==> src/rtl/dwpw_pkg.sv <==
// package of the window pixel writer: constants, register indexes and item type
package dwpw_pkg;

  localparam int unsigned COORD_BITS_DEF = 9;
  localparam int unsigned WordBits       = 16;

  localparam logic [7:0] CMD_COL_ADDR  = 8'h2A;
  localparam logic [7:0] CMD_ROW_ADDR  = 8'h2B;
  localparam logic [7:0] CMD_MEM_WRITE = 8'h2C;

  localparam logic [1:0] REG_X_START = 2'd0;
  localparam logic [1:0] REG_X_END   = 2'd1;
  localparam logic [1:0] REG_Y_START = 2'd2;
  localparam logic [1:0] REG_Y_END   = 2'd3;

  localparam logic [15:0] X_END_RST = 16'd239;
  localparam logic [15:0] Y_END_RST = 16'd319;

  // position of a word within the writes of one pixel
  localparam logic [2:0] WORD_COL_CMD = 3'd0;
  localparam logic [2:0] WORD_COL_HI  = 3'd1;
  localparam logic [2:0] WORD_COL_LO  = 3'd2;
  localparam logic [2:0] WORD_ROW_CMD = 3'd3;
  localparam logic [2:0] WORD_ROW_HI  = 3'd4;
  localparam logic [2:0] WORD_ROW_LO  = 3'd5;
  localparam logic [2:0] WORD_MEM_CMD = 3'd6;
  localparam logic [2:0] WORD_PIXEL   = 3'd7;

  typedef struct packed {
    logic                header;
    logic                done;
    logic [WordBits-1:0] col_start;
    logic [WordBits-1:0] row;
    logic [WordBits-1:0] pixel;
  } item_t;

endpackage

==> src/rtl/dwpw_pos.sv <==
// window position tracking: row header decision, done flag and offset update
module dwpw_pos #(
  parameter int unsigned COORD_BITS = dwpw_pkg::COORD_BITS_DEF
) (
  input  logic                  clk_i,
  input  logic                  rst_ni,
  input  logic [COORD_BITS-1:0] x_start_i,
  input  logic [COORD_BITS-1:0] x_end_i,
  input  logic [COORD_BITS-1:0] y_start_i,
  input  logic [COORD_BITS-1:0] y_end_i,
  input  logic [15:0]           pixel_color_i,
  input  logic                  accept_i,
  output dwpw_pkg::item_t       item_o
);
  import dwpw_pkg::*;

  localparam int unsigned SumBits = COORD_BITS + 1;

  logic [COORD_BITS-1:0] col_q, col_d, row_q, row_d;
  logic [COORD_BITS-1:0] xe, ye, x, y;
  logic [SumBits-1:0]    x_sum, y_sum;
  logic                  row_end, win_end;

  always_comb begin
    xe      = (x_end_i < x_start_i) ? x_start_i : x_end_i;
    ye      = (y_end_i < y_start_i) ? y_start_i : y_end_i;
    x_sum   = SumBits'(x_start_i) + SumBits'(col_q);
    y_sum   = SumBits'(y_start_i) + SumBits'(row_q);
    // clamp when the window shrank under a stored offset
    x       = (x_sum > SumBits'(xe)) ? xe : x_sum[COORD_BITS-1:0];
    y       = (y_sum > SumBits'(ye)) ? ye : y_sum[COORD_BITS-1:0];
    row_end = (x == xe);
    win_end = row_end && (y == ye);

    col_d = col_q;
    row_d = row_q;
    if (accept_i) begin
      if (win_end) begin
        col_d = '0;
        row_d = '0;
      end else if (row_end) begin
        col_d = '0;
        row_d = (y - y_start_i) + COORD_BITS'(1);
      end else begin
        col_d = (x - x_start_i) + COORD_BITS'(1);
      end
    end

    item_o.header    = (col_q == '0);
    item_o.done      = win_end;
    item_o.col_start = WordBits'(x_start_i);
    item_o.row       = WordBits'(y);
    item_o.pixel     = pixel_color_i;
  end

  always_ff @(posedge clk_i or negedge rst_ni) begin
    if (!rst_ni) begin
      col_q <= '0;
      row_q <= '0;
    end else begin
      col_q <= col_d;
      row_q <= row_d;
    end
  end

endmodule

==> src/rtl/dwpw_seq.sv <==
// item register and word sequencer feeding the registered bus output
module dwpw_seq (
  input  logic            clk_i,
  input  logic            rst_ni,
  input  logic            in_valid_i,
  output logic            in_ready_o,
  input  dwpw_pkg::item_t item_i,
  output logic            out_valid_o,
  input  logic            out_ready_i,
  output logic            is_command_o,
  output logic [15:0]     bus_word_o,
  output logic            item_last_o,
  output logic            window_done_o
);
  import dwpw_pkg::*;

  item_t       it_q;
  logic        it_valid_q, it_valid_d;
  logic [2:0]  idx_q, idx_d;
  logic        out_valid_q, out_valid_d;
  logic        cmd_q, last_q, done_q;
  logic [15:0] word_q;
  logic        cmd_n;
  logic [15:0] word_n;
  logic        out_free, emit, it_done, load;

  always_comb begin
    out_free   = !out_valid_q || out_ready_i;
    emit       = it_valid_q && out_free;
    it_done    = emit && (idx_q == WORD_PIXEL);
    in_ready_o = !it_valid_q || it_done;
    load       = in_valid_i && in_ready_o;

    if (load) begin
      idx_d = item_i.header ? WORD_COL_CMD : WORD_PIXEL;
    end else if (emit) begin
      idx_d = idx_q + 3'd1;
    end else begin
      idx_d = idx_q;
    end

    if (load) begin
      it_valid_d = 1'b1;
    end else if (it_done) begin
      it_valid_d = 1'b0;
    end else begin
      it_valid_d = it_valid_q;
    end

    if (emit) begin
      out_valid_d = 1'b1;
    end else if (out_ready_i) begin
      out_valid_d = 1'b0;
    end else begin
      out_valid_d = out_valid_q;
    end

    cmd_n  = 1'b0;
    word_n = it_q.pixel;
    case (idx_q)
      WORD_COL_CMD: begin
        cmd_n  = 1'b1;
        word_n = {8'h00, CMD_COL_ADDR};
      end
      WORD_COL_HI:  word_n = {8'h00, it_q.col_start[15:8]};
      WORD_COL_LO:  word_n = {8'h00, it_q.col_start[7:0]};
      WORD_ROW_CMD: begin
        cmd_n  = 1'b1;
        word_n = {8'h00, CMD_ROW_ADDR};
      end
      WORD_ROW_HI:  word_n = {8'h00, it_q.row[15:8]};
      WORD_ROW_LO:  word_n = {8'h00, it_q.row[7:0]};
      WORD_MEM_CMD: begin
        cmd_n  = 1'b1;
        word_n = {8'h00, CMD_MEM_WRITE};
      end
      WORD_PIXEL:   word_n = it_q.pixel;
      default:      word_n = it_q.pixel;
    endcase
  end

  always_ff @(posedge clk_i or negedge rst_ni) begin
    if (!rst_ni) begin
      it_valid_q  <= 1'b0;
      idx_q       <= WORD_COL_CMD;
      out_valid_q <= 1'b0;
    end else begin
      it_valid_q  <= it_valid_d;
      idx_q       <= idx_d;
      out_valid_q <= out_valid_d;
    end
  end

  always_ff @(posedge clk_i) begin
    if (load) begin
      it_q <= item_i;
    end
    if (emit) begin
      cmd_q  <= cmd_n;
      word_q <= word_n;
      last_q <= (idx_q == WORD_PIXEL);
      done_q <= it_q.done;
    end
  end

  assign out_valid_o   = out_valid_q;
  assign is_command_o  = cmd_q;
  assign bus_word_o    = word_q;
  assign item_last_o   = last_q;
  assign window_done_o = done_q;

endmodule

==> src/rtl/display_window_pixel_writer.sv <==
// Window pixel writer top level: config registers, position tracking and word sequencer.
// A pixel inside a row costs one output transfer, so a row streams at one pixel per cycle
// while the bus does not stall; the first pixel of each row costs eight transfers (seven
// address/command words and the pixel) and holds the input meanwhile. The pace is set by
// the single bus output register, fed from a one-item holding register that an accepted
// pixel enters first. The user must write corner registers through the plain write port
// only while no pixel is in flight; the block does not enforce it. An end below its start
// acts as the start; after the window's last pixel the position wraps to the top-left.
module display_window_pixel_writer #(
  parameter int unsigned COORD_BITS = dwpw_pkg::COORD_BITS_DEF
) (
  input  logic                  clk_i,
  input  logic                  rst_ni,
  input  logic                  cfg_we_i,
  input  logic [1:0]            cfg_idx_i,
  input  logic [COORD_BITS-1:0] cfg_data_i,
  input  logic                  in_valid_i,
  output logic                  in_ready_o,
  input  logic [15:0]           pixel_color_i,
  output logic                  out_valid_o,
  input  logic                  out_ready_i,
  output logic                  is_command_o,
  output logic [15:0]           bus_word_o,
  output logic                  item_last_o,
  output logic                  window_done_o
);
  import dwpw_pkg::*;

  logic [COORD_BITS-1:0] x_start_q, x_end_q, y_start_q, y_end_q;
  item_t                 item;
  logic                  accept;

  always_ff @(posedge clk_i or negedge rst_ni) begin
    if (!rst_ni) begin
      x_start_q <= '0;
      x_end_q   <= COORD_BITS'(X_END_RST);
      y_start_q <= '0;
      y_end_q   <= COORD_BITS'(Y_END_RST);
    end else if (cfg_we_i) begin
      case (cfg_idx_i)
        REG_X_START: x_start_q <= cfg_data_i;
        REG_X_END:   x_end_q   <= cfg_data_i;
        REG_Y_START: y_start_q <= cfg_data_i;
        REG_Y_END:   y_end_q   <= cfg_data_i;
        default: ;
      endcase
    end
  end

  assign accept = in_valid_i && in_ready_o;

  dwpw_pos #(
    .COORD_BITS(COORD_BITS)
  ) u_pos (
    .clk_i        (clk_i),
    .rst_ni       (rst_ni),
    .x_start_i    (x_start_q),
    .x_end_i      (x_end_q),
    .y_start_i    (y_start_q),
    .y_end_i      (y_end_q),
    .pixel_color_i(pixel_color_i),
    .accept_i     (accept),
    .item_o       (item)
  );

  dwpw_seq u_seq (
    .clk_i        (clk_i),
    .rst_ni       (rst_ni),
    .in_valid_i   (in_valid_i),
    .in_ready_o   (in_ready_o),
    .item_i       (item),
    .out_valid_o  (out_valid_o),
    .out_ready_i  (out_ready_i),
    .is_command_o (is_command_o),
    .bus_word_o   (bus_word_o),
    .item_last_o  (item_last_o),
    .window_done_o(window_done_o)
  );

endmodule

==> config.mk <==
export PLATFORM = sky130hd
export DESIGN_NAME = display_window_pixel_writer
export DESIGN_NICKNAME = d
export VERILOG_FILES = /design/src/rtl/dwpw_pkg.sv /design/src/rtl/dwpw_pos.sv /design/src/rtl/dwpw_seq.sv /design/src/rtl/display_window_pixel_writer.sv
export SDC_FILE = /design/constraint.sdc
export NUM_CORES = 1
export LEC_CHECK = 0
export CAP_MARGIN = 40
export CORE_UTILIZATION = 60
export CTS_BUF_LIST = sky130_fd_sc_hd__clkbuf_8
export DETAILED_ROUTE_END_ITERATION = 10
export DONT_BUFFER_PORTS = 1
export GPL_ROUTABILITY_DRIVEN = 1
export GPL_TIMING_DRIVEN = 0
export PLACE_DENSITY_LB_ADDON = 0.08
export SETUP_SLACK_MARGIN = 0.02
export SYNTH_ARGS = -nofsm -noshare
export SYNTH_HDL_FRONTEND = slang
export SYNTH_HIERARCHICAL = 1
export SYNTH_SLANG_ARGS = --single-unit
==> constraint.sdc <==
create_clock -name clk_i -period 12.7 [get_ports clk_i]
set_clock_uncertainty 0.2 [all_clocks]
set_input_delay 1.27 -clock clk_i [delete_from_list [all_inputs] [get_ports clk_i]]
set_output_delay 1.27 -clock clk_i [all_outputs]
set_load 0.02 [all_outputs]
==> metrics.yaml, run 1 <==
track_usage_pct: 27.62
netlist_area_sq_um: 8569
antenna_found_initial: 0
cts_buffers: 17
worst-path-max-fanout: 10
grtUsageMet3_pct: 5.827
crit_arrival_ps: 6900
num_vias: 5967
first_global_vias: 6050
syn_inst: 748
syn_to_final_growth_pct: 9.067
final_area_sq_um: 9346
path_clk_slew_ps: 80
slowest_stage: "o211ai_1"
fin_setup_tns_ps: 0
drive_gt1_share_pct: 20.65
async_flop_share_pct: 46.46
cp.required_ps: 12890
die_area_sq_um: 14760
synth_seq_cells: 127
hp-class: "flip-flop to flip-flop"
fin_crit_ps: 6711
first_pass_iters: 6
critPathCaptureType: "flip-flop"
finalSetupViolCount: 0
vias_per_cell: 6.126
yosysSeqAreaShare_pct: 41.26
ys_types: 74
cts_max_path_buffers: 2
post-dp-hpwl_um: 14330
wirelength_um: 19010
grt_overflow: 0
max_freq_mhz: 149.0
fillCellCount: 1072
syn_area_per_cell_sq_um: 11.46
row_count: 43
root_buffer: "clkbuf_8"
drv_cap: 0
synth_top_area_share_pct: 23.83
hold_buffers: 0
ys.flop_type: "edfxtp_1"
yosysWarnings: 6
synth_edf_count: 68
num_io_pins: 53
n_antenna_cell: 0
cts.sinks: 127
antenna_left: 0
die_y_um: 121.5
slew_headroom_pct: 47.68
post-cts-setup-buffer-count: 0
insertion_delay_ps: 460
slowest_delay_ps: 650
grt-busiest-layer: "met2"
place_area_sq_um: 8882
fin_nets: 906
drtIter0Drc: 399
crit_type: "flip-flop to flip-flop"
grt_util_met1_pct: 35.88
wl_per_cell_um: 19.51
outcome: "finished clean"
io_buffers: 0
core_sq_um: 13880
cts_max_level: 4
cts_tree: "built"
startpoint_type: "flip-flop"
tightest_slew_ps: 777.6
critPathTopFamily: "compound AO/OA/AOI/OAI gates"
grt_max_degree: 60
start_util_pct: 61.74
synthTopCellsByArea: "edfxtp_1, dfrtp_1, ha_1, mux2_2, dfstp_2"
slew_viol_final: 0
fin_crit_sh_pct: 52.84
cts_resized: 0
grt_pass1_wl_um: 30470
synth_top_area_cell: "edfxtp_1"
path_buf_inv: 3
die_w_um: 121.5
rsz0062_at_grt: "no"
finalHoldViolCount: 0
grtUsageMet2_pct: 45.35
gp_congestion: 0.8636
drc: 0
==> cell usage in the layout (no fill, tap or decap), drive strengths merged, types with 4 or more instances in the layout <==
cell and instances:
a221oi 4, and3 8, nor3b 4, nor4 5
o41ai 9, o21a 8, xnor3 5, nand4 7
dfstp 14, ha 88, inv 54, edfxtp 68
o211ai 6, and2 17, a211oi 7, o311ai 10
nand2 31, a21oi 32, nand3 11, clkbuf 25
o21ai 22, nor3 6, mux2 49, nor2 25
a222oi 5, xor2 11, conb 14, bufinv 5
a21o 18, fa 4, o2bb2ai 9, dfrtp 45
nand2b 4, mux2i 21, nor2b 9, o211a 5
o21bai 5, xnor2 31, buf 54
==> worst register-to-register path, delay by kind of cell, from the launching register on <==
kind | cells | cell delay (ps)
xor gates and xnor gates | 1 | 140
buffers and inverters | 3 | 560
adders and majority gates | 6 | 1980
and+or+nand+nor | 3 | 380
AOI/OAI and AO/OA | 12 | 2880
DFF | 1 | 490
==> metal layers <==
metal | up-vias | routed length, um
met2 | 203 | 9188
met3 | 27 | 969
met5 | - | 0
met1 | 2927 | 8578
met4 | 0 | 269
li1 | 2810 | -
==> through the flow <==
step           worst slack [ps]  hold WS [ps]  cells  utilization [%]
2_1_floorplan              6907         200.3    761                -
3_3_place_gp               6168         230.8    941            63.71
6_report                   5989         257.9    974            67.33
4_1_cts                    5996         240.5    974            67.33
5_1_grt                    5507         259.9    974            67.33
3_5_place_dp               6038         229.6    943            63.99
==> path summary, 6_finish.rpt <==
| path | start | endpoint | slack, ps | cells past startpoint |
|---|---|---|---|---|
| worst max-delay path | x_start_q[0]$_DFFE_PN0P_ | u_pos/col_q[7]$_DFFE_PN0P_ | 5990 | 25 |
| worst min-delay path | u_seq/it_q[48]$_DFFE_PP_ | u_seq/window_done_o$_DFFE_PP_ | 260 | 0 |
| worst max register to register | x_start_q[0]$_DFFE_PN0P_ | u_pos/col_q[7]$_DFFE_PN0P_ | 5990 | 25 |
| worst min register to register | u_seq/it_q[48]$_DFFE_PP_ | u_seq/window_done_o$_DFFE_PP_ | 260 | 0 |
| max in group asynchronous | rst_ni | y_end_q[4]$_DFFE_PN1P_ | 11800 | 0 |
| min in group asynchronous | rst_ni | x_end_q[8]$_DFFE_PN0P_ | 300 | 0 |
==> area by class of cell <==
type / count / area [sq um] / area share [%]
well taps: 180 / 225.2 / 2.410
plain buffers: 60 / 426.7 / 4.565
clock inverters: 14 / 230.2 / 2.463
inverters: 50 / 187.7 / 2.008
flip-flops and latches: 127 / 3536 / 37.83
multi-input cells: 524 / 4476 / 47.88
clock buffers: 17 / 234.0 / 2.503
repair buffers: 2 / 31.28 / 0.3347
==> sequential cells by signal, summed over array words and instances (netlist names), 3 cells and up <==
signal,cells
u_seq/it_q,49
y_start_q,9
u_pos/row_q,9
u_seq/idx_q,3
x_start_q,9
y_end_q,9
u_pos/col_q,9
x_end_q,9
u_seq/bus_word_o,16
==> Yosys cell counts, drive strengths merged (18+ instances only) <==
cell type	instances
nand2	31
o21ai	22
dfrtp	45
nor2	25
a21oi	32
mux2i	21
a21o	18
edfxtp	68
ha	88
mux2	49
buf	52
xnor2	31
inv	49
==> cell families after synthesis <==
group / share of synthesized area, %
compound gates: 14.38
xor+xnor: 5.607
flops: 41.26
mux: 8.892
fa+ha+maj: 13.78
other cells: 0.04376
simple gates: 8.863
buf+inv: 7.169
Power of run 1 is left out: the tool's default activity adds up to more than one toggle a clock period on the data nets, which glitch-free logic cannot reach.
==> run 2, diff against run 1 <==
ABC_AREA = 1   (was default)
clock period = 6.52 ns   (was 12.7 ns; I/O delays follow)
==> metrics.yaml, run 2 <==
outcome: "finished clean"  # unchanged
fin_setup_tns_ps: 0  # unchanged
cts_max_level: 4  # unchanged
gp_congestion: 0.9259  # was 0.8636
row_count: 44  # was 43
slew_viol_final: 0  # unchanged
final_cell_mix: "nand2_1, inv_1, ha_1"  # was ha_1, edfxtp_1, mux2_2, inv_1, dfrtp_1
wl_per_cell_um: 14.47  # was 19.51 um
first_global_vias: 6328  # was 6050
syn_area_per_cell_sq_um: 8.390  # was 11.46 sq um
post-cts-setup-buffer-count: 0  # unchanged
cpMostUsedCell: "nand2_1"
drive_gt1_share_pct: 14.20  # was 20.65%
vias_per_cell: 5.266  # was 6.126
startpoint_type: "flip-flop"  # unchanged
post-dp-hpwl_um: 14690  # was 14330 um
yosysSeqAreaShare_pct: 39.57  # was 41.26%
root_buffer: "clkbuf_8"  # unchanged
syn_to_final_growth_pct: 7.758  # was 9.067%
yosysWarnings: 6  # unchanged
cts_max_path_buffers: 2  # unchanged
finalSetupViolCount: 0  # unchanged
path_clk_slew_ps: 70  # was 80 ps
grt_max_degree: 60  # unchanged
synth_edf_count: 68  # unchanged
fin_crit_ps: 5937  # was 6711 ps
num_vias: 6830  # was 5967
critPathCapture: "u_pos/row_q[8]$_DFFE_PN0P_"  # was u_pos/col_q[7]$_DFFE_PN0P_
critPathTopFamily: "simple AND/OR/NAND/NOR gates"  # was compound AO/OA/AOI/OAI gates
first_pass_iters: 5  # was 6
fin_nets: 1224  # was 906
ys.flop_type: "edfxtp_1"  # unchanged
die_area_sq_um: 15380  # was 14760 sq um
path_depth: 33  # was 25
synthTopCellsByArea: "edfxtp_1, nand2_1, dfrtp_1, ha_1, inv_1"  # was edfxtp_1, dfrtp_1, ha_1, mux2_2, dfstp_2
core_sq_um: 14530  # was 13880 sq um
r2r-start: "y_start_q[8]$_DFFE_PN0P_"  # was x_start_q[0]$_DFFE_PN0P_
start_util_pct: 61.48  # was 61.74%
insertion_delay_ps: 440  # was 460 ps
cp.required_ps: 6650  # was 12890 ps
num_io_pins: 53  # unchanged
critPathLaunch: "y_start_q[8]$_DFFE_PN0P_"  # was x_start_q[0]$_DFFE_PN0P_
reg2reg_depth: 33  # was 25
grt_overflow: 0  # unchanged
synth_seq_cells: 127  # unchanged
crit_type: "flip-flop to flip-flop"  # unchanged
layout_commonest_cell: "nand2_1"  # was ha_1
antenna_found_initial: 0  # unchanged
netlist_area_sq_um: 8935  # was 8569 sq um
slowest_stage: "dfrtp_1"  # was o211ai_1
finalHoldViolCount: 0  # unchanged
fillCellCount: 1237  # was 1072
r2r_end: "u_pos/row_q[8]$_DFFE_PN0P_"  # was u_pos/col_q[7]$_DFFE_PN0P_
cts.sinks: 127  # unchanged
cts_tree: "built"  # unchanged
grt_pass1_wl_um: 30440  # was 30470 um
path_buf_inv: 3  # unchanged
drc: 0  # unchanged
drtIter0Drc: 367  # was 399
regMostFlops: "u_seq/it_q"  # unchanged
io_buffers: 0  # unchanged
track_usage_pct: 26.46  # was 27.62%
crit_arrival_ps: 6070  # was 6900 ps
critPathCaptureType: "flip-flop"  # unchanged
antenna_left: 0  # unchanged
async_flop_share_pct: 46.46  # unchanged
tightest_slew_ps: 775.5  # was 777.6 ps
slew_headroom_pct: 48.24  # was 47.68%
max_freq_mhz: 168.4  # was 149.0 MHz
n_antenna_cell: 0  # unchanged
die_w_um: 124.0  # was 121.5 um
slowest_delay_ps: 500  # was 650 ps
synth_top_area_share_pct: 22.85  # was 23.83%
die_y_um: 124.0  # was 121.5 um
fin_crit_sh_pct: 91.06  # was 52.84%
synth_top_area_cell: "edfxtp_1"  # unchanged
syn_inst: 1065  # was 748
rsz0062_at_grt: "no"  # unchanged
ys_types: 47  # was 74
yosys.cell_count.top_type: "nand2_1"  # was ha_1
synthTopCellsByCount: "nand2_1, inv_1, ha_1"  # was ha_1, edfxtp_1, inv_1, mux2_2, dfrtp_1
largest_reg_flops: 49  # unchanged
r2r_slack_ps: 580  # was 5990 ps
cts_buffers: 17  # unchanged
worst-path-max-fanout: 10  # unchanged
drv_cap: 0  # unchanged
hp-class: "primary input to flip-flop"  # was flip-flop to flip-flop
wirelength_um: 18770  # was 19010 um
## run 2: cell count changes after synthesis, moves of 21 or more
cell,change
inv_1,+94
mux2_2,-49
mux2i_1,-21
nand2_1,+290
nand3_1,+40
nand4_1,+65
xnor2_1,-24
## run 2: cell type report
class / instances / area (sq um) / share of cell area (%)
inverters: 151 / 568.0 / 5.900
multi-input cells: 741 / 4420 / 45.91
repair buffers: 3 / 57.56 / 0.5978
clock inverters: 14 / 107.6 / 1.118
well taps: 184 / 230.2 / 2.391
plain buffers: 59 / 460.4 / 4.782
flip-flops and latches: 127 / 3536 / 36.73
clock buffers: 18 / 247.7 / 2.573
## run 2: what timing repair did
| item | CTS | global route |
|---|---|---|
| endpoints found under the hold margin | 59 | 0 |
| setup endpoints to repair | 0 | 4 |
| hold buffers | 2 | 0 |
| resized for setup | 0 | 5 |
## run 2: worst reg2reg max path, delay by kind of cell (launching register included)
| kind | cells | cell delay [ps] |
|---|---|---|
| compound gates | 6 | 1470 |
| fa+ha+maj | 4 | 1240 |
| buf+inv | 3 | 430 |
| simple gates | 20 | 1990 |
| flops | 1 | 500 |
## run 2: worst min-delay path by stage
stage,start,endpoint,slack [ps],cells after the start
after floorplan,rst_ni,u_pos/col_q[0]$_DFFE_PN0P_,160,0
after global placement,rst_ni,x_end_q[8]$_DFFE_PN0P_,160,0
after detailed placement,rst_ni,x_end_q[8]$_DFFE_PN0P_,160,0
after CTS,cfg_data_i[8],y_end_q[8]$_DFFE_PN1P_,100,2
after global routing,cfg_data_i[8],y_end_q[8]$_DFFE_PN1P_,100,2
final,cfg_data_i[8],y_end_q[8]$_DFFE_PN1P_,130,2
## run 2: layer usage
metal  track usage [%]  vias up  routed length (um)  share of wire, %
met4             8.185        0                 164              0.87
met3             4.625       13                 887               4.7
met5                 0        -                   0                 0
met2             42.36      159                8653                46
li1                  -     3543                   -                 -
met1             36.49     3115                9065                48
## run 2: cells by family after synthesis
| family | Yosys count | synth area share (%) |
|---|---|---|
| flip-flops | 127 | 39.57 |
| XOR/XNOR | 27 | 2.647 |
| buffers and inverters | 210 | 11.50 |
| other | 1 | 0.04197 |
| AO/OA/AOI/OAI | 90 | 5.882 |
| adder cells (fa/ha/maj) | 92 | 13.22 |
| AND/OR/NAND/NOR | 518 | 27.14 |
## run 2: metrics by stage
stage / utilization (%) / area (sq um) / setup slack (ps) / hold slack, ps / std cells
finish: 66.24 / 9628 / 583.1 / 133.6 / 1297
global route: 66.24 / 9628 / 81.68 / 96.54 / 1297
CTS: 66.24 / 9627 / 292.2 / 96.02 / 1297
detailed placement: 63.53 / 9234 / 299.7 / 157.8 / 1263
global placement: 63.40 / 9214 / 301.0 / 157.7 / 1262
floorplan: - / 8984 / 1401 / 156.4 / 1078
Power of run 2 is left out for the same reason.
==> run 3, diff against run 2 <==
SLEW_MARGIN = 10   (was default)
clock period = 5.9 ns   (was 6.52 ns; I/O delays follow)
==> metrics.yaml, run 3 (synthesized netlist as in run 2, its figures left out) <==
row_count: 44  # unchanged
antenna_left: 0  # unchanged
fin_crit_ps: 5475  # was 5937 ps
slew_viol_final: 0  # unchanged
final_area_sq_um: 9686  # was 9628 sq um
root_buffer: "clkbuf_8"  # unchanged
num_io_pins: 53  # unchanged
cts_max_path_buffers: 2  # unchanged
drtIter0Drc: 401  # was 367
first_pass_iters: 5  # unchanged
place_area_sq_um: 9234  # unchanged
finalHoldViolCount: 0  # unchanged
hp-class: "primary input to flip-flop"  # unchanged
io_buffers: 0  # unchanged
cts_buffers: 17  # unchanged
multiInputGateArea_sq_um: 4461  # was 4420 sq um
n_antenna_cell: 0  # unchanged
worst-path-max-fanout: 10  # unchanged
regArea_sq_um: 3543  # was 3536 sq um
reg2reg_depth: 36  # was 33
fin_crit_sh_pct: 92.79  # was 91.06%
die_area_sq_um: 15380  # unchanged
drv_cap: 0  # unchanged
crit_arrival_ps: 5610  # was 6070 ps
critPathCaptureType: "flip-flop"  # unchanged
finalSetupViolCount: 0  # unchanged
first_global_vias: 6328  # unchanged
cp.required_ps: 6030  # was 6650 ps
cts_max_level: 4  # unchanged
wl_per_cell_um: 14.56  # was 14.47 um
antenna_found_initial: 0  # unchanged
min_to: "y_end_q[8]$_DFFE_PN1P_"  # unchanged
start_util_pct: 61.48  # unchanged
track_usage_pct: 26.46  # unchanged
gp_congestion: 0.9259  # unchanged
crit_type: "flip-flop to flip-flop"  # unchanged
tightest_slew_ps: 795.2  # was 775.5 ps
grt_overflow: 0  # unchanged
post-dp-hpwl_um: 14690  # unchanged
insertion_delay_ps: 440  # about the same
grt_pass1_wl_um: 30440  # unchanged
outcome: "finished clean"  # unchanged
fin_nets: 1225  # was 1224
path_clk_slew_ps: 70  # about the same
r2r-start: "y_start_q[7]$_DFFE_PN0P_"  # was y_start_q[8]$_DFFE_PN0P_
die_y_um: 124.0  # unchanged
regMostFlops: "u_seq/it_q"  # unchanged
num_vias: 6912  # was 6830
syn_to_final_growth_pct: 8.402  # was 7.758%
drc: 0  # unchanged
vias_per_cell: 5.325  # was 5.266
cpMostUsedCell: "nand2_1"  # unchanged
slew_headroom_pct: 46.93  # was 48.24%
cts.sinks: 127  # unchanged
final_cell_mix: "nand2_1, inv_1, ha_1"  # unchanged
wirelength_um: 18900  # was 18770 um
min_from: "cfg_data_i[8]"  # unchanged
hold-path-cell-count: 2  # unchanged
cts_tree: "built"  # unchanged
slowest_stage: "dfrtp_1"  # unchanged
slowest_delay_ps: 410  # was 500 ps
fillCellCount: 1231  # was 1237
startpoint_type: "flip-flop"  # unchanged
grt_max_degree: 60  # unchanged
die_w_um: 124.0  # unchanged
largest_reg_flops: 49  # unchanged
core_sq_um: 14530  # unchanged
max_freq_mhz: 182.7  # was 168.4 MHz
drive_gt1_share_pct: 15.62  # was 14.20%
r2r_end: "u_pos/row_q[8]$_DFFE_PN0P_"  # unchanged
layout_commonest_cell: "nand2_1"  # unchanged
r2r_slack_ps: 430  # was 580 ps
==> run 3: how the worst max path moves through the flow <==
stage / startpoint / to / slack [ps]
5_1_grt: y_start_q[7]$_DFFE_PN0P_ / u_pos/row_q[8]$_DFFE_PN0P_ / -30
2_1_floorplan: y_end_q[8]$_DFFE_PN1P_ / u_pos/row_q[8]$_DFFE_PN0P_ / 780
3_3_place_gp: y_start_q[8]$_DFFE_PN0P_ / u_pos/row_q[8]$_DFFE_PN0P_ / -320
6_report: y_start_q[7]$_DFFE_PN0P_ / u_pos/row_q[8]$_DFFE_PN0P_ / 430
4_1_cts: y_start_q[8]$_DFFE_PN0P_ / u_pos/row_q[8]$_DFFE_PN0P_ / 40
3_5_place_dp: y_start_q[8]$_DFFE_PN0P_ / u_pos/row_q[7]$_DFFE_PN0P_ / -320
==> run 3: area by class of cell <==
cell class / count / area share [%]
Multi-Input combinational cell: 741 / 46.05
Tap cell: 184 / 2.377
Timing Repair Buffer: 4 / 0.6717
Sequential cell: 127 / 36.58
Clock inverter: 14 / 1.111
Clock buffer: 18 / 2.558
Inverter: 151 / 5.865
Buffer: 59 / 4.780
==> run 3: metrics by stage <==
step	utilization [%]	hold slack, ps	cells	TNS, ps	setup WS (ps)
4_1_cts	66.27	34.02	1297	0	39.78
3_5_place_dp	63.53	95.77	1263	-834.6	-320.3
2_1_floorplan	-	94.41	1078	0	780.6
5_1_grt	66.64	34.54	1298	-27.57	-26.84
6_report	66.64	70.49	1298	0	425.3
3_3_place_gp	63.40	95.71	1262	-792.7	-319.0
==> run 3: routing by layer <==
layer | wire length, um | track usage (%) | up-vias
met5 | 0 | 0 | -
met4 | 170 | 8.185 | 0
met3 | 919 | 4.625 | 13
met2 | 8789 | 42.36 | 189
met1 | 9023 | 36.49 | 3164
li1 | - | - | 3546
==> run 3: repair_timing <==
| action | CTS | global route |
|---|---|---|
| gates resized for setup | 5 | 21 |
| pin swaps | 0 | 1 |
| hold buffers | 2 | 0 |
| hold endpoints to repair | 59 | 0 |
| setup buffers | 0 | 1 |
| setup endpoints to repair | 4 | 6 |
==> run 3: critical path: cells and delay by family, from the launching register on <==
family / cells / cell delay, ps
AND/OR/NAND/NOR: 21 / 1770
AO/OA/AOI/OAI: 7 / 1140
flip-flops: 1 / 410
buffers and inverters: 4 / 620
adder cells (fa/ha/maj): 4 / 1220
Power of run 3 is left out for the same reason.
